### config.mk
export PLATFORM = sky130hd
export DESIGN_NAME = lru_page_replacement
export DESIGN_NICKNAME = d
export VERILOG_FILES = /design/src/hw/rtl/lpr_pkg.sv /design/src/hw/rtl/lpr_dp.sv /design/src/hw/rtl/lpr_ctrl.sv /design/src/hw/rtl/lru_page_replacement.sv
export SDC_FILE = /design/constraint.sdc
export NUM_CORES = 1
export LEC_CHECK = 0
export BUFFER_PORTS_ARGS = -buffer_cell sky130_fd_sc_hd__buf_2
export CAP_MARGIN = 40
export CORE_MARGIN = 1
export CORE_UTILIZATION = 50
export CTS_CLUSTER_DIAMETER = 40
export DETAILED_ROUTE_END_ITERATION = 12
export PLACE_DENSITY = 0.67
export SETUP_SLACK_MARGIN = 0.15
export SYNTH_ARGS = -nofsm -noshare
export SYNTH_HDL_FRONTEND = slang
export SYNTH_SLANG_ARGS = --single-unit
export TNS_END_PERCENT = 10
### constraint.sdc
create_clock -name i_clk -period 7.48 [get_ports i_clk]
set_input_delay 0.748 -clock i_clk [delete_from_list [all_inputs] [get_ports i_clk]]
set_output_delay 0.748 -clock i_clk [all_outputs]
set_load 0.01 [all_outputs]
### src/hw/rtl/lpr_pkg.sv
// Shared types and constants for the LRU page replacement block.
package lpr_pkg;

    // Default sizes handed to the top-level parameters.
    localparam int MAX_FRAMES_DEF = 8;
    localparam int PAGE_BITS_DEF  = 16;

    // Fixed field widths.
    localparam int FRAMES_W   = 4;
    localparam int COUNT_W    = 16;
    localparam int SLOT_OUT_W = 3;
    localparam int PADDR_W    = 3;
    localparam int PDATA_W    = 32;

    // Register map: the word select bit of paddr picks the register.
    localparam logic REG_FRAMES_IN_USE = 1'b0;

    // Reset value of the frame count register.
    localparam logic [FRAMES_W-1:0] FRAMES_RESET = 4'd8;

    // Top of the saturating fault counter.
    localparam logic [COUNT_W-1:0] COUNT_TOP = '1;

    // Commands from the controller to the datapath.
    typedef struct packed {
        logic                capture;
        logic                exec;
        logic                clear;
        logic [FRAMES_W-1:0] frames;
    } t_dp_cmd;

    // Status from the datapath to the controller.
    typedef struct packed {
        logic empty;
    } t_dp_stat;

endpackage

### src/hw/rtl/lpr_dp.sv
// Datapath: frame table, recency ranks, fault counter and result register.
module lpr_dp #(
    parameter int MAX_FRAMES = 8,
    parameter int PAGE_BITS  = 16
) (
    input  logic                          i_clk,
    input  logic                          i_rst_n,
    input  lpr_pkg::t_dp_cmd              i_cmd,
    output lpr_pkg::t_dp_stat             o_stat,
    input  logic [PAGE_BITS-1:0]          i_page_number,
    input  logic                          i_end_of_string,
    output logic                          o_hit,
    output logic [lpr_pkg::SLOT_OUT_W-1:0] o_frame_slot,
    output logic                          o_evicted_valid,
    output logic [PAGE_BITS-1:0]          o_evicted_page,
    output logic [lpr_pkg::COUNT_W-1:0]   o_fault_count,
    output logic                          o_last_result
);
    import lpr_pkg::*;

    localparam int SW = (MAX_FRAMES > 1) ? $clog2(MAX_FRAMES) : 1;
    localparam int AW = 6;

    // Captured reference.
    logic [PAGE_BITS-1:0]  r_page;
    logic                  r_last;

    // Frame table and recency state.
    logic [PAGE_BITS-1:0]  r_pages [MAX_FRAMES];
    logic [MAX_FRAMES-1:0] r_valid;
    logic [SW-1:0]         r_rank  [MAX_FRAMES];
    logic [COUNT_W-1:0]    r_faults;

    logic [AW-1:0]         eff;
    logic [MAX_FRAMES-1:0] act;
    logic [MAX_FRAMES-1:0] match;
    logic [MAX_FRAMES-1:0] empty;
    logic [MAX_FRAMES-1:0] oldest;
    logic                  hit;
    logic                  found;
    logic [SW-1:0]         hit_slot;
    logic [SW-1:0]         empty_slot;
    logic [SW-1:0]         lru_slot;
    logic [SW-1:0]         slot;
    logic [SW-1:0]         rank_s;
    logic [SW-1:0]         rank_top;
    logic                  evict;
    logic [COUNT_W-1:0]    n_faults;
    logic [SW-1:0]         n_rank  [MAX_FRAMES];

    // Clamp the frame count to 1..MAX_FRAMES and mark the active frames.
    always_comb begin
        if (i_cmd.frames == '0) begin
            eff = AW'(1);
        end else if (AW'(i_cmd.frames) > AW'(MAX_FRAMES)) begin
            eff = AW'(MAX_FRAMES);
        end else begin
            eff = AW'(i_cmd.frames);
        end
        rank_top = SW'(eff - AW'(1));
        for (int j = 0; j < MAX_FRAMES; j++) begin
            act[j]    = AW'(j) < eff;
            match[j]  = act[j] && r_valid[j] && (r_pages[j] == r_page);
            empty[j]  = act[j] && !r_valid[j];
            // With every active frame full the ranks are 0..k-1, so the
            // least recently used frame is the one holding rank k-1.
            oldest[j] = act[j] && (r_rank[j] == rank_top);
        end
    end

    // Lowest-numbered frame of each kind.
    always_comb begin
        hit_slot   = '0;
        empty_slot = '0;
        lru_slot   = '0;
        for (int j = MAX_FRAMES - 1; j >= 0; j--) begin
            if (match[j]) begin
                hit_slot = SW'(j);
            end
            if (empty[j]) begin
                empty_slot = SW'(j);
            end
            if (oldest[j]) begin
                lru_slot = SW'(j);
            end
        end
        hit   = |match;
        found = |empty;
    end

    // Slot choice, rank update and fault count.
    always_comb begin
        evict = !hit && !found;
        if (hit) begin
            slot = hit_slot;
        end else if (found) begin
            slot = empty_slot;
        end else begin
            slot = lru_slot;
        end
        rank_s = r_rank[hit_slot];
        for (int j = 0; j < MAX_FRAMES; j++) begin
            if (SW'(j) == slot) begin
                n_rank[j] = '0;
            end else if (act[j] && r_valid[j] && (!hit || (r_rank[j] < rank_s))) begin
                n_rank[j] = r_rank[j] + SW'(1);
            end else begin
                n_rank[j] = r_rank[j];
            end
        end
        if (!hit && (r_faults != COUNT_TOP)) begin
            n_faults = r_faults + COUNT_W'(1);
        end else begin
            n_faults = r_faults;
        end
    end

    // Capture the reference on an input transfer.
    always_ff @(posedge i_clk) begin
        if (i_cmd.capture) begin
            r_page <= i_page_number;
            r_last <= i_end_of_string;
        end
    end

    // Control state of the frame table.
    always_ff @(posedge i_clk) begin
        if (!i_rst_n || i_cmd.clear || (i_cmd.exec && r_last)) begin
            r_valid  <= '0;
            r_faults <= '0;
            for (int j = 0; j < MAX_FRAMES; j++) begin
                r_rank[j] <= '0;
            end
        end else if (i_cmd.exec) begin
            r_valid[slot] <= 1'b1;
            r_faults      <= n_faults;
            for (int j = 0; j < MAX_FRAMES; j++) begin
                r_rank[j] <= n_rank[j];
            end
        end
    end

    // Page storage; a frame's page is read only while the frame is valid.
    always_ff @(posedge i_clk) begin
        if (i_cmd.exec && !hit) begin
            r_pages[slot] <= r_page;
        end
    end

    // Result register.
    always_ff @(posedge i_clk) begin
        if (i_cmd.exec) begin
            o_hit           <= hit;
            o_frame_slot    <= SLOT_OUT_W'(slot);
            o_evicted_valid <= evict;
            o_evicted_page  <= evict ? r_pages[slot] : '0;
            o_fault_count   <= n_faults;
            o_last_result   <= r_last;
        end
    end

    assign o_stat.empty = (r_valid == '0);

endmodule

### src/hw/rtl/lpr_ctrl.sv
// Controller: sequencing state machine, register port and result handshake.
module lpr_ctrl (
    input  logic                          i_clk,
    input  logic                          i_rst_n,
    input  logic                          i_in_valid,
    output logic                          o_in_stall,
    output logic                          o_out_valid,
    input  logic                          i_out_stall,
    input  logic                          psel,
    input  logic                          penable,
    input  logic                          pwrite,
    input  logic [lpr_pkg::PADDR_W-1:0]   paddr,
    input  logic [lpr_pkg::PDATA_W-1:0]   pwdata,
    output logic [lpr_pkg::PDATA_W-1:0]   prdata,
    output logic                          pready,
    output lpr_pkg::t_dp_cmd              o_cmd,
    input  lpr_pkg::t_dp_stat             i_stat
);
    import lpr_pkg::*;

    typedef enum logic [1:0] {
        S_IDLE = 2'b01,
        S_EXEC = 2'b10
    } t_state;

    t_state              r_state;
    t_state              n_state;
    logic                r_out_valid;
    logic                n_out_valid;
    logic [FRAMES_W-1:0] r_frames;
    logic                out_free;
    logic                cfg_wr;

    // The result register can take a new result when empty or being drained.
    assign out_free   = !r_out_valid || !i_out_stall;
    assign o_in_stall = (r_state != S_IDLE);
    assign cfg_wr     = psel && penable && pwrite && pready && (paddr[2] == REG_FRAMES_IN_USE);

    // Commands to the datapath.
    always_comb begin
        o_cmd.capture = (r_state == S_IDLE) && i_in_valid;
        o_cmd.exec    = (r_state == S_EXEC) && out_free;
        o_cmd.clear   = cfg_wr;
        o_cmd.frames  = r_frames;
    end

    // Next state and result valid.
    always_comb begin
        n_state = r_state;
        unique case (r_state)
            S_IDLE: begin
                if (i_in_valid) begin
                    n_state = S_EXEC;
                end
            end
            S_EXEC: begin
                if (out_free) begin
                    n_state = S_IDLE;
                end
            end
            default: n_state = S_IDLE;
        endcase
        if (o_cmd.exec) begin
            n_out_valid = 1'b1;
        end else if (!i_out_stall) begin
            n_out_valid = 1'b0;
        end else begin
            n_out_valid = r_out_valid;
        end
    end

    always_ff @(posedge i_clk) begin
        if (!i_rst_n) begin
            r_state     <= S_IDLE;
            r_out_valid <= 1'b0;
        end else begin
            r_state     <= n_state;
            r_out_valid <= n_out_valid;
        end
    end

    // Frame count register.
    always_ff @(posedge i_clk) begin
        if (!i_rst_n) begin
            r_frames <= FRAMES_RESET;
        end else if (cfg_wr) begin
            r_frames <= pwdata[FRAMES_W-1:0];
        end
    end

    assign pready      = 1'b1;
    assign prdata      = PDATA_W'(r_frames);
    assign o_out_valid = r_out_valid;

    // An accepted transfer is always followed by the update step.
    a_capture_exec: assert property (@(posedge i_clk) disable iff (!i_rst_n)
        (r_state == S_IDLE && i_in_valid) |=> (r_state == S_EXEC))
        else $error("update step did not follow an input transfer");

    // A register write leaves every frame empty.
    a_clear_empty: assert property (@(posedge i_clk) disable iff (!i_rst_n)
        o_cmd.clear |=> i_stat.empty)
        else $error("frames not empty after a register write");

    // A result appears only out of the update step.
    a_rise_exec: assert property (@(posedge i_clk) disable iff (!i_rst_n)
        $rose(r_out_valid) |-> $past(r_state == S_EXEC))
        else $error("result valid without an update step");

    // The update waits while the result register is held.
    a_exec_wait: assert property (@(posedge i_clk) disable iff (!i_rst_n)
        (r_state == S_EXEC && !out_free) |=> (r_state == S_EXEC))
        else $error("update step left while the result register was full");

endmodule

### src/hw/rtl/lru_page_replacement.sv
// LRU page replacement over a small fully associative frame set.
// A result is registered by the update step that follows its capture; output stalls delay it.
// Each reference takes a capture/update sequence over the frame table and the input stalls
// during the update; the next input is taken while a result waits in the output register.
// Reset (synchronous, active low) empties all frames, zeroes ranks and the fault count, and
// sets frames_in_use to 8; a register write or end-of-string result empties and zeroes alike.
module lru_page_replacement #(
    parameter int MAX_FRAMES = lpr_pkg::MAX_FRAMES_DEF,
    parameter int PAGE_BITS  = lpr_pkg::PAGE_BITS_DEF
) (
    input  logic                          i_clk,
    input  logic                          i_rst_n,
    input  logic                          i_in_valid,
    output logic                          o_in_stall,
    input  logic [PAGE_BITS-1:0]          i_page_number,
    input  logic                          i_end_of_string,
    output logic                          o_out_valid,
    input  logic                          i_out_stall,
    output logic                          o_hit,
    output logic [lpr_pkg::SLOT_OUT_W-1:0] o_frame_slot,
    output logic                          o_evicted_valid,
    output logic [PAGE_BITS-1:0]          o_evicted_page,
    output logic [lpr_pkg::COUNT_W-1:0]   o_fault_count,
    output logic                          o_last_result,
    input  logic                          psel,
    input  logic                          penable,
    input  logic                          pwrite,
    input  logic [lpr_pkg::PADDR_W-1:0]   paddr,
    input  logic [lpr_pkg::PDATA_W-1:0]   pwdata,
    output logic [lpr_pkg::PDATA_W-1:0]   prdata,
    output logic                          pready
);
    import lpr_pkg::*;

    t_dp_cmd  cmd;
    t_dp_stat stat;

    // Sequencing and register port.
    lpr_ctrl u_ctrl (
        .i_clk       (i_clk),
        .i_rst_n     (i_rst_n),
        .i_in_valid  (i_in_valid),
        .o_in_stall  (o_in_stall),
        .o_out_valid (o_out_valid),
        .i_out_stall (i_out_stall),
        .psel        (psel),
        .penable     (penable),
        .pwrite      (pwrite),
        .paddr       (paddr),
        .pwdata      (pwdata),
        .prdata      (prdata),
        .pready      (pready),
        .o_cmd       (cmd),
        .i_stat      (stat)
    );

    // Frame table and result register.
    lpr_dp #(
        .MAX_FRAMES (MAX_FRAMES),
        .PAGE_BITS  (PAGE_BITS)
    ) u_dp (
        .i_clk           (i_clk),
        .i_rst_n         (i_rst_n),
        .i_cmd           (cmd),
        .o_stat          (stat),
        .i_page_number   (i_page_number),
        .i_end_of_string (i_end_of_string),
        .o_hit           (o_hit),
        .o_frame_slot    (o_frame_slot),
        .o_evicted_valid (o_evicted_valid),
        .o_evicted_page  (o_evicted_page),
        .o_fault_count   (o_fault_count),
        .o_last_result   (o_last_result)
    );

endmodule

### Word-level counts from Yosys, hierarchy flattened

Memory sizes are Yosys's and may differ from the RTL's. A register that Yosys moved wholly into a read port is not among the register bits.
Index checks and enable logic that the tools add are counted.

* register bits after elaboration: 70
* RAM bits: 152
* input port bits: 59
* output and inout port bits: 73
* logic and storage cells: 230
* memories: 2

Memories
* u_dp.r_pages: depth 8, width 16, read ports 9, clocked after Yosys merged registers in 1, write ports 1, line lpr_dp.sv:29 `logic [PAGE_BITS-1:0] r_pages [MAX_FRAMES];`
* u_dp.r_rank: depth 8, width 3, read ports 9, clocked after Yosys merged registers in 0, write ports 8, line lpr_dp.sv:31 `logic [SW-1:0] r_rank [MAX_FRAMES];`

* $add $sub $neg: 10
* order comparisons: 19
* equal/unequal tests: 30
* muxes and demuxes: 67
* bitwise logic cells: 10
* reduce and logical (&&, ||, !) cells: 80

Operators by type and width (count)
* $mux 3: 50
* $eq 16x16->1: 8
* $logic_and 1x1->1: 50
* $add 3x1->3 const B: 8
* $eq 3x3->1: 8
* $lt 3x3->1: 8
* $add 16x1->16 const B: 1
* $lt 3x4->1 const A: 4
* $mux 16: 1
* $ne 16x16->1 const B: 1
* $reduce_or 8->1: 2
* $logic_not 1->1: 14
* $eq 3x3->1 const A: 4
* $logic_or 1x1->1: 11
* $mux 1: 10
* $lt 1x4->1 const A: 2
* $lt 2x4->1 const A: 2
* $mux 4: 2
* $or 1x1->1: 8
* $or 8x8->8: 1
* $eq 2x3->1 const A: 2
* $ne 2x1->1 const B: 3
* $gt 4x4->1 const B: 1
* $logic_not 4->1: 1
* 13 further kinds: 14

### Depth between registers and ports, before layout

Gate-level depths: netlist of run 1.

* depth after elaboration: 21
* gate-level depth with buffers: 23
* depth with buffers taken out: 18

### Modules after synthesis

Synthesis of run 1 repeated with hierarchy kept, for this count alone.

* cell total of the unflattened synthesis: 1107
* area, all modules: 13190.2 um2

Modules (own cells, without submodules)
* lpr_dp: times used 1, cells each 1039, area each 12618.4 um2, sequential area each 6696.4 um2
* lpr_ctrl: times used 1, cells each 68, area each 571.8 um2, sequential area each 140.1 um2

### Worst setup path before layout of run 1

No wires, ideal clock.

* kind: flip-flop to flip-flop
* start point: reg u_ctrl.r_frames[3]
* end point: mem u_dp.r_pages[2][0], enable pin
* setup time: 0.409 ns
* arrival time: 4.980 ns
* data required time: 7.071 ns
* slack: 2.091 ns
* stages on the path, launching flop included: 20
* path buffers: 7
* period minus slack after synthesis: 5.389 ns
* path through: dfxtp_1 > clkbuf_1 > clkbuf_1 > clkbuf_1 > nor2_1 > inv_1 > ha_1 > ha_1 > clkbuf_1 > xor2_1 > or4_1 > a21oi_1 > o22ai_1 > a221oi_1 > o21ba_2 > clkbuf_1 > inv_2 > buf_4 > buf_2 > nor3_1

* longest elaborated chain between the ends: 16
* elaborated cells on any way between the ends: 85
* those cells by class: 1 x add/sub; 9 x order compare; 8 x eq/ne; 30 x mux; 37 x reduce/logical

Ends and longest elaborated chain
* from (decl): line lpr_ctrl.sv:30 `logic [FRAMES_W-1:0] r_frames;`
* from (signal assigned): line lpr_ctrl.sv:87 `r_frames <= pwdata[FRAMES_W-1:0];`
* $gt 4x4->1: line lpr_dp.sv:55 `end else if (AW'(i_cmd.frames) > AW'(MAX_FRAMES)) begin`
* $mux 4: line lpr_dp.sv:55
* $mux 4 *: line lpr_dp.sv:53 `if (i_cmd.frames == '0) begin`
* $sub 3x1->3: line lpr_dp.sv:60 `rank_top = SW'(eff - AW'(1));`
* $eq 3x3->1: line lpr_dp.sv:67 `oldest[j] = act[j] && (r_rank[j] == rank_top);`
* $logic_and 1x1->1: line lpr_dp.sv:67
* $mux 3 (8 in series): line lpr_dp.sv:83 `if (oldest[j]) begin`
* $mux 3: line lpr_dp.sv:96 `end else if (found) begin`
* $mux 3 *: line lpr_dp.sv:94 `if (hit) begin`
* named net u_dp.slot[0]: line lpr_dp.sv:44 `logic [SW-1:0] slot;`
* to (decl): line lpr_dp.sv:29

The timed path passes the listed nets; every way through them passes the cells marked *.

==> qor.txt, run 1 <==
CP endpoint kind: flop
Fin. Hold Viols: 0
synth-to-layout area growth: 13.2%
average cell area after synthesis: 10.7 µm²
Die X: 163 µm
crit path DAT: 5.92 ns
Cell Rows: 58
I/O pin total: 132
detailed router's first-iteration violation count: 784
FILL cells: 2163
# H-tree levels: 2
Place WS: 1.79 ns
Fin Clk Skew: 0.0189 ns
initial antenna violation count: 0
FF/Latch Area: 6840 µm²
multi-input logic area: 5610 µm²
YS warnings: 0
pin count of the biggest net entering global routing: 49
final WL: 35.4 mm
Nets: 1357
I/O Buffers: 72
post-synthesis sequential area ratio: 52.8%
drt via density: 5.77
non-filler cells, final: 1631
Max-Cap Viols: 0
CTS tree: yes
top-area cell type share of the netlist area: 48.0%
RePlAce Congestion: 0.992
Hold WC Path Type: in -> reg
Post-Syn Area: 12900 µm²
Synth area leader: edfxtp_1
share of layout cells above drive strength 1: 13.8%
routed vias: 9412
total negative setup slack: 0 ns
post-DP HPWL: 24.9 mm
Post-CTS Setup Repair Bufs: 0
number of enable flip-flop cells after synthesis: 207
Slew Limit Headroom: 36.7%
sequential share of power: 46.5%
vias in the first global route: 8826
Clock Path Buffers: 3
Die ar.: 26500 µm²
core area: 25300 µm²
Power, Total: 3.25 mW
Design Area, Final: 14600 µm²
Cell Pwr Density: 222 nW/µm²
RSZ-0062 raised after global routing: false
status: finished, final reports clean
DRT Pass-1 Iters: 8
final antenna-violating net count: 0
Starting Density: 51.2%
Main synth FF type: edfxtp_1
Highest Clock Rate: 173 MHz
Worst-Margin Slew: 0.942 ns
Tcrit/Tclk final: 77.2%
GR Overflow Total: 0
Crit Path Max Fanout: 39
latest clock arrival within the worst-skew pair: 0.51 ns
Min Hold Slack: 0.409 ns
most common cell after layout, fill and taps aside: edfxtp_1
Setup-failing EPs final: 0
switch share: 23.8%
DIE HEIGHT: 163 µm
DR DRC count: 0
leakage: 5.58 nW
Synth cell types: 68
Clock Tree Root: clkbuf_16
Async SR Flop Fraction: 0%
Sink Count: 238
Clock transition at path regs: 0.06 ns
Post-Place Cells: 1571
critical path class: reg -> reg
critical path launch point type: flop
Avg WL per Cell: 21.7 µm
PnR worst setup slack: 1.71 ns
n_diodes: 0
count of hold-fix buffers inserted at cts: 0
top cells by area, synth: edfxtp_1 (48%), xor2_1 (5.8%), xnor2_1 (5.5%)
min Tclk post-route: 5.77 ns
Comb power frac: 5.9%
Synth Register Bits: 238
Total GRT Usage: 27.1%
placed standard-cell area: 13600 µm²
PostCTS Resize Cnt: 0
Core Util, Final: 58.0%
max-slew violations: 0
most frequent cells in the layout: edfxtp_1 (207), nor2_1 (141), nand2_1 (87), xor2_1 (86), xnor2_1 (82)
net switching power figure: 773 µW
Gate Count Post-Synth: 1211
WP data required: 7.63 ns
first-pass GRT wire length: 53.3 mm
Int Pwr: 2.48 mW
Num CTS Buffers: 35
clock power share: 47.5%
Worst VDD drop: 0.201 mV
registers in the layout, indices dropped and copies added, names as in the netlist:
name and flops:
u_ctrl.r_state 2, u_dp.r_pages 128, u_dp.r_rank 24, u_dp.o_frame_slot 3, u_dp.r_page 16, u_ctrl.o_out_valid 1
u_ctrl.r_frames 4, u_dp.r_last 1, u_dp.o_evicted_valid 1, u_dp.o_hit 1, u_dp.o_last_result 1, u_dp.r_valid 8
u_dp.o_evicted_page 16, u_dp.r_faults 16, u_dp.o_fault_count 16
critical path, cell delays in order (launching register included):
cell and delay [ns]:
dfxtp_1 0.45, o21ba_2 0.33, nor2_1 0.41, inv_1 0.10
ha_1 0.26, ha_1 0.49, xor2_1 0.21, or4_1 0.42
a21oi_1 0.25, a211oi_1 0.08, o21ai_0 0.33, a21oi_1 0.15
o21ai_2 0.14, buf_4 0.49, nand2_1 0.23, o21ai_0 0.51
nor2_1 0.10, a211oi_1 0.45
logic make-up after synthesis:
logic type               after synthesis  synth area share, %
other                                  2               0.0580
adder cells (fa/ha/maj)               20                 1.93
multiplexers                          49                 4.00
buffers and inverters                118                 4.81
XOR/XNOR                             169                 11.5
AND/OR/NAND/NOR                      406                 14.9
flip-flops                           238                 52.8
AO/OA/AOI/OAI                        209                 9.93
cell type report:
type | count | area share [%]
flip-flops and latches | 238 | 46.7
multi-input cells | 882 | 38.3
clock buffers | 40 | 6.11
repair buffers | 99 | 4.24
well taps | 330 | 2.82
clock inverters | 20 | 1.33
inverters | 22 | 0.564
power by group through the flow:
stage          combinational [mW]  sequential, mW  clock [mW]
2_1_floorplan               0.158            1.51           0
5_1_grt                     0.209            1.52        1.62
4_1_cts                     0.192            1.51        1.57
3_5_place_dp                0.190            1.54           0
3_3_place_gp                0.185            1.54           0
6_report                    0.192            1.51        1.55
synthesized netlist by cell type (4+ instances only):
master      n
o21ai_0    76
nand3_1    50
o21a_1      4
nor2b_1     7
a21o_1      9
nor2_1    142
edfxtp_1  207
a211oi_1    6
a21oi_1    57
dfxtp_1    31
a31oi_1     4
inv_1      20
nor3_1     22
nand2_1    87
mux2i_1    45
nor4b_1     4
a221oi_1    4
nand2b_1    7
o211ai_1    5
xnor2_1    82
o31ai_1    13
and4_1      4
or4_1       6
ha_1       20
xor2_1     86
or3_1       6
buf_4      34
buf_2      24
nor4_1     26
clkbuf_1   35
and2_1      7
o22ai_1     4
nand4_1    17
or2_2       4
worst paths after layout:
check	cells past startpoint	to	startpoint	slack (ns)
hold / removal	1	u_dp.r_page[7]	i_page_number[7]	0.41
setup reg to reg	17	u_dp.r_rank[0][1]	u_ctrl.r_frames[2]	1.71
hold reg to reg	0	u_dp.o_last_result	u_dp.r_last	0.49
setup / recovery	17	u_dp.r_rank[0][1]	u_ctrl.r_frames[2]	1.71
metal layers:
| layer | track usage [%] | vias to the layer above | wire (µm) |
|---|---|---|---|
| li1 | - | 4443 | - |
| met1 | 35.3 | 4532 | 14800 |
| met2 | 44.7 | 354 | 17000 |
| met3 | 4.13 | 83 | 2150 |
| met4 | 11.9 | 0 | 1440 |
| met5 | 0 | - | 0 |
No activity file was read; power rests on OpenSTA's default activity.
==> run 2, diff against run 1 <==
- clock period: 7.48 -> 5.9 ns (I/O delays scaled with it)
==> qor.txt, run 2 (same netlist as run 1, synthesis figures left out) <==
hold path depth: 1 (unchanged)
Core Util, Final: 58.3% (was 58.0%)
FILL cells: 2198 (was 2163)
CP Cell Sequence: o21ba_2 -> nor2_1 -> inv_1 -> ha_1 -> ha_1 -> xor2_1 -> or4_1 -> a21oi_1 -> o22ai_1 -> a221oi_1 -> o21ba_4 -> nand2_1 -> o21ai_0 -> buf_4 -> nor2_1 -> a211oi_1 (was o21ba_2 -> nor2_1 -> inv_1 -> ha_1 -> ha_1 -> xor2_1 -> or4_1 -> a21oi_1 -> a211oi_1 -> o21ai_0 -> a21oi_1 -> o21ai_2 -> buf_4 -> nand2_1 -> o21ai_0 -> nor2_1 -> a211oi_1)
critical path launch point type: flop (unchanged)
hold endpoint: u_dp.r_page[1] (was u_dp.r_page[7])
sequential share of power: 46.0% (was 46.5%)
Tcrit/Tclk final: 89.5% (was 77.2%)
RePlAce Congestion: 1.00 (was 0.992)
clock power share: 48.0% (was 47.5%)
Fin. Hold Viols: 0 (unchanged)
launch point of the worst hold path: i_page_number[1] (was i_page_number[7])
# H-tree levels: 2 (unchanged)
vias in the first global route: 9130 (was 8826)
CP max-delay cell: ha_1 (was o21ai_0)
Starting Density: 51.2% (unchanged)
routed vias: 9488 (was 9412)
Die X: 163 µm (unchanged)
I/O Buffers: 72 (unchanged)
Worst R2R Start: u_ctrl.r_frames[1] (was u_ctrl.r_frames[2])
Worst VDD drop: 0.216 mV (was 0.201 mV)
most flop-heavy register: u_dp.r_pages (unchanged)
Slew Limit Headroom: 38.4% (was 36.7%)
reg2reg setup slack: 0.62 ns (was 1.71 ns)
PnR worst setup slack: 0.618 ns (was 1.71 ns)
min Tclk post-route: 5.28 ns (was 5.77 ns)
Avg WL per Cell: 21.8 µm (was 21.7 µm)
pin count of the biggest net entering global routing: 33 (was 49)
crit path DAT: 5.43 ns (was 5.92 ns)
latest clock arrival within the worst-skew pair: 0.52 ns (was 0.51 ns)
final WL: 35.8 mm (was 35.4 mm)
first-pass GRT wire length: 54.1 mm (was 53.3 mm)
GR Overflow Total: 0 (unchanged)
Sink Count: 238 (unchanged)
share of layout cells above drive strength 1: 14.8% (was 13.8%)
Design Area, Final: 14700 µm² (was 14600 µm²)
count of hold-fix buffers inserted at cts: 0 (unchanged)
Post-CTS Setup Repair Bufs: 0 (unchanged)
Int Pwr: 3.16 mW (was 2.48 mW)
most frequent cells in the layout: edfxtp_1 (207), nor2_1 (141), nand2_1 (87), xor2_1 (86), xnor2_1 (82) (unchanged)
Place WS: 0.668 ns (was 1.79 ns)
Clock transition at path regs: 0.05 ns (was 0.06 ns)
final antenna-violating net count: 0 (unchanged)
drt via density: 5.76 (was 5.77)
most common cell after layout, fill and taps aside: edfxtp_1 (unchanged)
status: finished, final reports clean (unchanged)
leakage: 5.64 nW (was 5.58 nW)
Crit Path Max Fanout: 16 (was 39)
CTS tree: yes (unchanged)
DR DRC count: 0 (unchanged)
Worst-Margin Slew: 0.923 ns (was 0.942 ns)
Die ar.: 26500 µm² (unchanged)
Cell Rows: 58 (unchanged)
PostCTS Resize Cnt: 0 (unchanged)
WP data required: 6.04 ns (was 7.63 ns)
Hold WC Path Type: in -> reg (unchanged)
met3 Use GR: 3.85% (was 4.13%)
Largest register FFs: 128 (unchanged)
Crit path largest cell delay: 0.50 ns (was 0.51 ns)
Clock Tree Root: clkbuf_16 (unchanged)
biggest regs: u_dp.r_pages (128), u_dp.r_rank (24) (unchanged)
Fin Clk Skew: 0.0266 ns (was 0.0189 ns)
detailed router's first-iteration violation count: 853 (was 784)
placed standard-cell area: 13600 µm² (about the same)
DIE HEIGHT: 163 µm (unchanged)
RSZ-0062 raised after global routing: false (unchanged)
Reg2Reg Depth: 16 (was 17)
Power, Total: 4.16 mW (was 3.25 mW)
synth-to-layout area growth: 13.8% (was 13.2%)
DRT Pass-1 Iters: 5 (was 8)
core area: 25300 µm² (unchanged)
I/O pin total: 132 (unchanged)
initial antenna violation count: 1 (was 0)
switch share: 23.9% (was 23.8%)
Clock Path Buffers: 3 (unchanged)
Setup-failing EPs final: 0 (unchanged)
net switching power figure: 996 µW (was 773 µW)
Cell Pwr Density: 282 nW/µm² (was 222 nW/µm²)
CP endpoint kind: flop (unchanged)
max-slew violations: 0 (unchanged)
total negative setup slack: 0 ns (unchanged)
Highest Clock Rate: 189 MHz (was 173 MHz)
critical path class: reg -> reg (unchanged)
worst r2r dst: u_dp.r_rank[0][2] (was u_dp.r_rank[0][1])
Comb power frac: 6.0% (was 5.9%)
multi-input logic area: 5610 µm² (unchanged)
gr busiest metal: met2 (unchanged)
Nets: 1368 (was 1357)
Num CTS Buffers: 35 (unchanged)
n_diodes: 0 (unchanged)
met2 Usage GRT: 45.7% (was 44.7%)
FF/Latch Area: 6840 µm² (unchanged)
M1 GR Usage: 35.9% (was 35.3%)
Max-Cap Viols: 0 (unchanged)
post-DP HPWL: 25.0 mm (was 24.9 mm)
Total GRT Usage: 27.3% (was 27.1%)
==> run 2: changes by cell type in the layout (fill, tap and decap cells not counted), moves of 2 or more <==
| cell | before | now |
|---|---|---|
| buf_4 | 22 | 35 |
| inv_6 | 6 | 2 |
| clkinvlp_4 | 2 | 4 |
| clkinv_1 | 3 | 5 |
| buf_16 | 2 | 0 |
| clkbuf_1 | 5 | 2 |
| inv_4 | 0 | 2 |
| clkinv_2 | 4 | 7 |
| clkbuf_16 | 35 | 37 |
==> run 2: worst max path at each step <==
stage                  startpoint                  to  slack, ns  depth (start not counted)
2_1_floorplan  u_ctrl.r_frames[3]  u_dp.r_pages[2][0]       0.51                         19
4_1_cts        u_ctrl.r_frames[1]   u_dp.r_rank[0][2]       0.64                         16
3_3_place_gp   u_ctrl.r_frames[1]   u_dp.r_rank[0][0]       0.77                         16
6_report       u_ctrl.r_frames[1]   u_dp.r_rank[0][2]       0.62                         16
3_5_place_dp   u_ctrl.r_frames[1]   u_dp.r_rank[0][2]       0.67                         16
5_1_grt        u_ctrl.r_frames[1]   u_dp.r_rank[4][1]       0.25                         15
==> run 2: power groups by stage <==
| stage | clock network (mW) | registers [mW] | logic (mW) |
|---|---|---|---|
| after global placement | 0 | 1.94 | 0.244 |
| final | 2.00 | 1.91 | 0.249 |
| after detailed placement | 0 | 1.94 | 0.246 |
| after floorplan | 0 | 1.91 | 0.200 |
| after CTS | 2.03 | 1.91 | 0.248 |
| after global routing | 2.09 | 1.91 | 0.272 |
==> run 2: cell type report <==
type,instances,area share (%)
inverters,22,0.561
clock inverters,24,1.27
repair buffers,110,4.44
flip-flops and latches,238,46.4
multi-input cells,882,38.1
clock buffers,40,6.43
well taps,330,2.80
==> run 2: stage by stage <==
stage | hold WS [ns] | std cells
final | 0.245 | 1646
after CTS | 0.229 | 1646
after global routing | 0.233 | 1646
after detailed placement | 0.482 | 1582
after global placement | 0.469 | 1579
after floorplan | 0.444 | 1238
==> run 2: per-layer routing <==
| layer | routed length [µm] | vias up | part of all wire [%] |
|---|---|---|---|
| met3 | 2170 | 81 | 6.1 |
| met4 | 1260 | 0 | 3.5 |
| met5 | 0 | - | 0 |
| met1 | 14900 | 4601 | 42 |
| met2 | 17500 | 334 | 49 |
| li1 | - | 4472 | - |
==> run 2: critical path: cells and delay by family (launching register included) <==
kind	cells	cell delay (ns)
AO/OA/AOI/OAI	7	2.17
AND/OR/NAND/NOR	4	1.10
adder cells (fa/ha/maj)	2	0.76
flip-flops	1	0.42
buffers and inverters	2	0.25
XOR/XNOR	1	0.22
